==> src/hw/rtl/ple_pkg.sv <==
// Shared types and constants for the positional list engine.
// No dependencies; used by every file under hw/rtl.
package ple_pkg;

	localparam int CAPACITY   = 16;
	localparam int VALUE_BITS = 32;
	localparam int POS_W      = 5;
	localparam int VALUE_W    = 32;
	localparam int IDX_W      = $clog2(CAPACITY);
	localparam int CNT_W      = $clog2(CAPACITY + 1);
	localparam int CMP_W      = (CNT_W > POS_W) ? CNT_W : POS_W;

	localparam logic [POS_W-1:0] NO_INDEX = '1;

	typedef enum logic [2:0] {
		ACT_INSERT   = 3'd0,
		ACT_REMOVE   = 3'd1,
		ACT_GET      = 3'd2,
		ACT_INDEX_OF = 3'd3,
		ACT_CLEAR    = 3'd4
	} ple_action_t;

	// broadcast to every cell in the row
	typedef struct packed {
		logic                  insert;
		logic                  remove;
		logic [CMP_W-1:0]      pos;
		logic [CMP_W-1:0]      count;
		logic [VALUE_BITS-1:0] elem;
	} ple_cmd_t;

	// per-cell answers gathered by the top level
	typedef struct packed {
		logic                  hit;
		logic [VALUE_BITS-1:0] rd;
	} ple_cell_out_t;

endpackage

==> src/hw/rtl/ple_cell.sv <==
// One slot of the list row: holds an entry, shifts with its neighbors.
// Depends on ple_pkg.
module ple_cell (
	input  logic                           clk,
	input  logic [ple_pkg::IDX_W-1:0]      idx,
	input  ple_pkg::ple_cmd_t              cmd,
	input  logic [ple_pkg::VALUE_BITS-1:0] prev_entry,
	input  logic [ple_pkg::VALUE_BITS-1:0] next_entry,
	output logic [ple_pkg::VALUE_BITS-1:0] entry,
	output ple_pkg::ple_cell_out_t         res
);

	logic [ple_pkg::VALUE_BITS-1:0] entry_q;
	logic [ple_pkg::CMP_W-1:0]      idx_x;
	logic                           at_pos;
	logic                           above_pos;
	logic                           live;

	assign idx_x     = ple_pkg::CMP_W'(idx);
	assign at_pos    = (idx_x == cmd.pos);
	assign above_pos = (idx_x > cmd.pos);
	assign live      = (idx_x < cmd.count);

	// entries are undefined until written, so no reset
	always_ff @(posedge clk) begin
		if (cmd.insert) begin
			if (above_pos) begin
				entry_q <= prev_entry;
			end else if (at_pos) begin
				entry_q <= cmd.elem;
			end
		end else if (cmd.remove && (at_pos || above_pos)) begin
			entry_q <= next_entry;
		end
	end

	assign entry   = entry_q;
	assign res.hit = live && (entry_q == cmd.elem);
	assign res.rd  = at_pos ? entry_q : '0;

endmodule

==> src/hw/rtl/positional_list_engine_core.sv <==
// Top level of the positional list engine: request/result registers, count,
// and a row of ple_cell slots. Depends on ple_pkg and ple_cell.
//
//  channel | signals                                   | dir
//  in      | in_valid in_ready action position element | request item
//  out     | out_valid out_ready ok value found_index   | result item
//          | count                                     |
//
// Each item is latched in the request register; once the result register is
// free or read out, the whole row shifts or compares at once and it loads.
// A new item is taken as soon as the request register is free, even while a
// result waits on out_ready; a stalled result holds the request stage.
// Reset empties the list (count 0); entry contents are not cleared.
module positional_list_engine_core (
	input  logic                        clk,
	input  logic                        arst_n,
	input  logic                        in_valid,
	output logic                        in_ready,
	input  logic [2:0]                  action,
	input  logic [ple_pkg::POS_W-1:0]   position,
	input  logic [31:0]                 element,
	output logic                        out_valid,
	input  logic                        out_ready,
	output logic                        ok,
	output logic [ple_pkg::VALUE_W-1:0] value,
	output logic signed [4:0]           found_index,
	output logic [4:0]                  count
);

	localparam int N = ple_pkg::CAPACITY;

	logic                           req_v_q;
	logic [2:0]                     act_q;
	logic [ple_pkg::POS_W-1:0]      pos_q;
	logic [ple_pkg::VALUE_BITS-1:0] elem_q;
	logic [ple_pkg::CNT_W-1:0]      count_q;

	logic                        out_v_q;
	logic                        ok_q;
	logic [ple_pkg::VALUE_W-1:0] value_q;
	logic [4:0]                  found_q;
	logic [4:0]                  count_out_q;

	logic                           exec;
	logic                           ok_c;
	logic                           do_ins;
	logic                           do_rem;
	logic [ple_pkg::VALUE_BITS-1:0] value_c;
	logic [4:0]                     found_c;
	logic [ple_pkg::CNT_W-1:0]      count_c;
	logic [ple_pkg::CMP_W-1:0]      pos_x;
	logic [ple_pkg::CMP_W-1:0]      cnt_x;
	logic [ple_pkg::VALUE_BITS-1:0] rd_any;
	logic [N-1:0]                   hits;
	logic [4:0]                     first_hit;

	ple_pkg::ple_cmd_t                           cmd;
	ple_pkg::ple_cell_out_t [N-1:0]              cres;
	logic [N-1:0][ple_pkg::VALUE_BITS-1:0]       ent;

	assign in_ready = !req_v_q;
	assign exec     = req_v_q && (!out_v_q || out_ready);
	assign pos_x    = ple_pkg::CMP_W'(pos_q);
	assign cnt_x    = ple_pkg::CMP_W'(count_q);

	assign cmd.insert = exec && do_ins;
	assign cmd.remove = exec && do_rem;
	assign cmd.pos    = pos_x;
	assign cmd.count  = cnt_x;
	assign cmd.elem   = elem_q;

	for (genvar i = 0; i < N; i++) begin : g_cell
		ple_cell u_cell (
			.clk        (clk),
			.idx        (ple_pkg::IDX_W'(i)),
			.cmd        (cmd),
			.prev_entry ((i == 0) ? elem_q : ent[(i == 0) ? 0 : i - 1]),
			.next_entry ((i == N - 1) ? elem_q : ent[(i == N - 1) ? i : i + 1]),
			.entry      (ent[i]),
			.res        (cres[i])
		);
		assign hits[i] = cres[i].hit;
	end

	always_comb begin
		rd_any = '0;
		for (int i = 0; i < N; i++) begin
			rd_any = rd_any | cres[i].rd;
		end
	end

	// lowest matching slot wins
	always_comb begin
		first_hit = ple_pkg::NO_INDEX;
		for (int i = N - 1; i >= 0; i--) begin
			if (hits[i]) begin
				first_hit = 5'(i);
			end
		end
	end

	always_comb begin
		ok_c    = 1'b0;
		do_ins  = 1'b0;
		do_rem  = 1'b0;
		value_c = '0;
		found_c = ple_pkg::NO_INDEX;
		count_c = count_q;
		unique case (act_q)
			ple_pkg::ACT_INSERT: begin
				ok_c   = (pos_x <= cnt_x) && (count_q < ple_pkg::CNT_W'(N));
				do_ins = ok_c;
				if (ok_c) begin
					count_c = count_q + 1'b1;
				end
			end
			ple_pkg::ACT_REMOVE: begin
				ok_c   = (pos_x < cnt_x);
				do_rem = ok_c;
				if (ok_c) begin
					value_c = rd_any;
					count_c = count_q - 1'b1;
				end
			end
			ple_pkg::ACT_GET: begin
				ok_c = (pos_x < cnt_x);
				if (ok_c) begin
					value_c = rd_any;
				end
			end
			ple_pkg::ACT_INDEX_OF: begin
				ok_c    = 1'b1;
				found_c = first_hit;
			end
			ple_pkg::ACT_CLEAR: begin
				ok_c    = 1'b1;
				count_c = '0;
			end
			default: begin
				ok_c = 1'b0;
			end
		endcase
	end

	always_ff @(posedge clk or negedge arst_n) begin
		if (!arst_n) begin
			req_v_q <= 1'b0;
			out_v_q <= 1'b0;
			count_q <= '0;
		end else begin
			if (in_valid && in_ready) begin
				req_v_q <= 1'b1;
			end else if (exec) begin
				req_v_q <= 1'b0;
			end
			if (exec) begin
				out_v_q <= 1'b1;
				count_q <= count_c;
			end else if (out_ready) begin
				out_v_q <= 1'b0;
			end
		end
	end

	always_ff @(posedge clk) begin
		if (in_valid && in_ready) begin
			act_q  <= action;
			pos_q  <= position;
			elem_q <= element[ple_pkg::VALUE_BITS-1:0];
		end
		if (exec) begin
			ok_q        <= ok_c;
			value_q     <= ple_pkg::VALUE_W'(value_c);
			found_q     <= found_c;
			count_out_q <= 5'(count_c);
		end
	end

	assign out_valid   = out_v_q;
	assign ok          = ok_q;
	assign value       = value_q;
	assign found_index = found_q;
	assign count       = count_out_q;

endmodule

==> config.mk <==
export PLATFORM = sky130hd
export DESIGN_NAME = positional_list_engine_core
export DESIGN_NICKNAME = d
export VERILOG_FILES = /design/src/hw/rtl/ple_pkg.sv /design/src/hw/rtl/ple_cell.sv /design/src/hw/rtl/positional_list_engine_core.sv
export SDC_FILE = /design/constraint.sdc
export NUM_CORES = 2
export LEC_CHECK = 0
export ABC_AREA = 0
export BUFFER_PORTS_ARGS = -buffer_cell sky130_fd_sc_hd__buf_2
export CORE_AREA = 10 10 392 394
export CTS_CLUSTER_DIAMETER = 30
export CTS_CLUSTER_SIZE = 20
export DETAILED_ROUTE_END_ITERATION = 6
export DIE_AREA = 0 0 402 404
export SLEW_MARGIN = 10
export SYNTH_ARGS = -nofsm -noshare
export SYNTH_HDL_FRONTEND = slang
export SYNTH_HIERARCHICAL = 1
export SYNTH_SLANG_ARGS = --single-unit
==> constraint.sdc <==
create_clock -name clk -period 16.1 [get_ports clk]
set_input_delay 0.805 -clock clk [delete_from_list [all_inputs] [get_ports clk]]
set_output_delay 0.805 -clock clk [all_outputs]
set_load 0.05 [all_outputs]
==> flow_metrics.env <==
export IMPL_drtIter0Drc=6214
export IMPL_clock_sinks=602
export IMPL_drive_gt1_share_pct=10.5
export IMPL_worst_slew_pin_transition_ns=1.28
export IMPL_cts_resized=0
export IMPL_vias_per_cell=5.86
export IMPL_drc=0
export IMPL_cts_max_level=4
export IMPL_start_util_pct=30.9
export IMPL_p_int_mw=4.48
export IMPL_cp_num_cells=13
export IMPL_start_kind="flip-flop"
export IMPL_synth_ff_type="edfxtp_1"
export IMPL_power_switching_mw=2.46
export IMPL_fill_cells=14600
export IMPL_globalRouteMet1Util_pct=28.4
export IMPL_critPathRequiredTime_ns=16.45
export IMPL_final_cells=7167
export IMPL_drt_wl_total_mm=175
export IMPL_clk_latency_ns=0.78
export IMPL_cp_arrival_ns=7.34
export IMPL_grt_pass1_wl_mm=258
export IMPL_overflow=0
export IMPL_clockRootBuffer="clkbuf_16"
export IMPL_clockBufferDepth=3
export IMPL_peakVddDrop_mv=0.0739
export IMPL_critical_path_slowest_cell="a21oi_4"
export IMPL_drv_slew=0
export IMPL_fin_crit_sh_pct=43.4
export IMPL_drtPass1Iterations=7
export IMPL_synth_edf_count=595
export IMPL_place_area_um2=47300
export IMPL_die_h_um=404
export IMPL_grt_use_met2_pct=30.0
export IMPL_numCtsBuffers=154
export IMPL_num_vias=42000
export IMPL_reg2regPathDepth=13
export IMPL_hold_depth=1
export IMPL_slowest_delay_ns=0.96
export IMPL_p_leak_nw=17.7
export IMPL_multi_input_area_um2=25000
export IMPL_yosys_area_share_simple_pct=24.7
export IMPL_netlist_area_um2=44900
export IMPL_relSlewSlack_pct=13.7
export IMPL_seq_area_um2=18000
export IMPL_switching_share_pct=35.4
export IMPL_pwr_share_seq_pct=27.7
export IMPL_dp_hpwl_mm=118
export IMPL_antenna_found_initial=7
export IMPL_grt_max_degree=200
export IMPL_nets=5286
export IMPL_yosys_area_share_adder_pct=3.32
export IMPL_area_growth_pct=16.8
export IMPL_p_comb_share_pct=28.3
export IMPL_rows=140
export IMPL_synth_cells=5026
export IMPL_hold_violations=0
export IMPL_final_cell_area_um2=52500
export IMPL_setup_tns_final_ns=0
export IMPL_pwr_share_clk_pct=43.9
export IMPL_dieArea_um2=162000
export IMPL_timing_hold_ws_ns=0.211
export IMPL_async_flop_share_pct=1.16
export IMPL_ios=89
export IMPL_dp_slack_ns=9.30
export IMPL_ys_seq_area_share_pct=40.2
export IMPL_gp_congestion=0.908
export IMPL_setup_slack_ns=9.11
export IMPL_startpoint="pos_q[4]"
export IMPL_fin_util_pct=36.1
export IMPL_rsz0062_at_grt="false"
export IMPL_setup_viol=0
export IMPL_min_period_ns=6.99
export IMPL_synthMuxAreaShare_pct=0.0892
export IMPL_worstSetupPathType="flip-flop to flip-flop"
export IMPL_crit_path_end="g_cell[4].u_cell/entry[6]"
export IMPL_hp_class="input pin to flip-flop"
export IMPL_grt_use_met3_pct=5.03
export IMPL_max_freq_mhz=143
export IMPL_path_clk_slew_ns=0.04
export IMPL_power_mw=6.94
export IMPL_end_kind="flip-flop"
export IMPL_die_x_um=402
export IMPL_dp_cells=6879
export IMPL_postRouteAntennaNets=0
export IMPL_synth_xor_area_share_pct=10.0
export IMPL_core_area_um2=145000
export IMPL_port_buffers=88
export IMPL_path_delay_family="buffers and inverters"
export IMPL_critPathBufInv=5
export IMPL_r2r_end="g_cell[4].u_cell/entry[6]"
export IMPL_maxCapViolCount=0
export IMPL_outcome="finished clean"
export IMPL_p_per_area_nw_per_um2=132
export IMPL_rrSetupSlack_ns=9.11
export IMPL_crit_chain="buf_4, ha_1, o211a_1, o31a_1, o21ai_0, nand2_1, nor3_2, buf_4, buf_4, buf_4, buf_4, nor2_1, a21oi_4"
export IMPL_skew_ns=0.0388
export IMPL_crit_fanout=96
export IMPL_syn_area_per_cell_um2=8.93
export IMPL_synth_top_family_by_area="simple AND/OR/NAND/NOR gates"
export IMPL_yosys_warnings=6
export IMPL_synth_compound_area_share_pct=16.0
export IMPL_grtUsageTotal_pct=20.4
export IMPL_cp_common_cell="buf_4"
export IMPL_wl_per_cell_um=24.4
export IMPL_yosysUniqueCellTypes=57
export IMPL_grt_pass1_vias=38900
export IMPL_worst_r2r_startpoint="pos_q[4]"
export IMPL_synth_seq_cells=602
export IMPL_busiest_layer="met2"
export IMPL_tritoncts="done"
[power groups by stage]
| stage | sequential (mW) | clock, mW | combinational (mW) |
|---|---|---|---|
| after floorplan | 2.17 | 0 | 1.13 |
| after global placement | 1.95 | 0 | 1.88 |
| after detailed placement | 1.95 | 0 | 1.91 |
| after CTS | 1.93 | 3.07 | 1.92 |
| after global routing | 1.93 | 3.15 | 2.12 |
| final | 1.92 | 3.05 | 1.97 |
[how the worst min path moves through the flow]
stage	to	slack [ns]	from
floorplan	cnt_x[0]	0.51	arst_n
global placement	out_valid	0.50	out_valid
detailed placement	out_valid	0.53	out_valid
global route	elem_q[11]	0.19	element[11]
finish	elem_q[10]	0.21	element[10]
CTS	elem_q[9]	0.16	element[9]
[flip-flops by register name, indices dropped and copies added (netlist names)]
signal / cells
ok: 1
cnt_x: 5
out_valid: 1
act_q: 3
count: 5
g_cell.u_cell/entry: 512
value: 32
elem_q: 32
found_index: 5
pos_q: 5
req_v_q: 1
[layout by cell type (no fill, tap or decap), types with 23 or more instances in the layout]
cell / count
nor2_1: 627
edfxtp_1: 595
o21ai_0: 519
a31oi_1: 515
xnor2_1: 514
and2_1: 513
nand3_1: 502
clkbuf_16: 157
nor4_1: 151
nand4_1: 146
inv_1: 124
ha_1: 119
buf_4: 116
conb_1: 112
buf_2: 88
and4_1: 37
clkinv_2: 31
nand2_1: 29
clkinv_1: 29
clkbuf_1: 23
[synth_stat cells (all sizes together) (19+ instances only)]
cell type	instances	area, µm²
a211oi	34	455
a21oi	21	105
a31oi	515	3220
and2	513	3210
and4	49	429
buf	117	957
clkbuf	262	1100
edfxtp	595	17900
ha	119	1490
inv	125	469
nand2	30	115
nand3	518	2670
nand4	146	913
nor2	629	2370
nor2b	19	126
nor4	162	1010
o21ai	535	2740
xnor2	514	4500
[kinds of logic (layout without fill, tap and decap cells)]
| kind of cell | Yosys count | in the layout |
|---|---|---|
| and+or+nand+nor | 2101 | 2101 |
| AOI/OAI and AO/OA | 1180 | 1180 |
| DFF | 602 | 602 |
| xor gates and xnor gates | 514 | 514 |
| buffers and inverters | 504 | 615 |
| adders and majority gates | 119 | 119 |
| muxes | 4 | 4 |
| other | 2 | 115 |
[what timing repair did]
item / CTS / global route
hold buffers: 1 / 0
hold endpoints to repair: 7 / 0
setup buffers: 0 / 0
[area by class of cell]
cell class,instances,share of cell area (%)
diodes,3,0.0143
clock buffers,180,7.65
clock inverters,100,2.00
inverters,125,0.895
multi-input cells,4030,47.7
flip-flops and latches,602,34.4
well taps,1917,4.57
repair buffers,210,2.77
[metal layers]
layer,up-vias,part of all wire (%)
met4,10,4.0
li1,18600,-
met2,2581,42
met1,20400,42
met5,-,0.045
met3,383,12
Power figures use the tool's default switching activity.
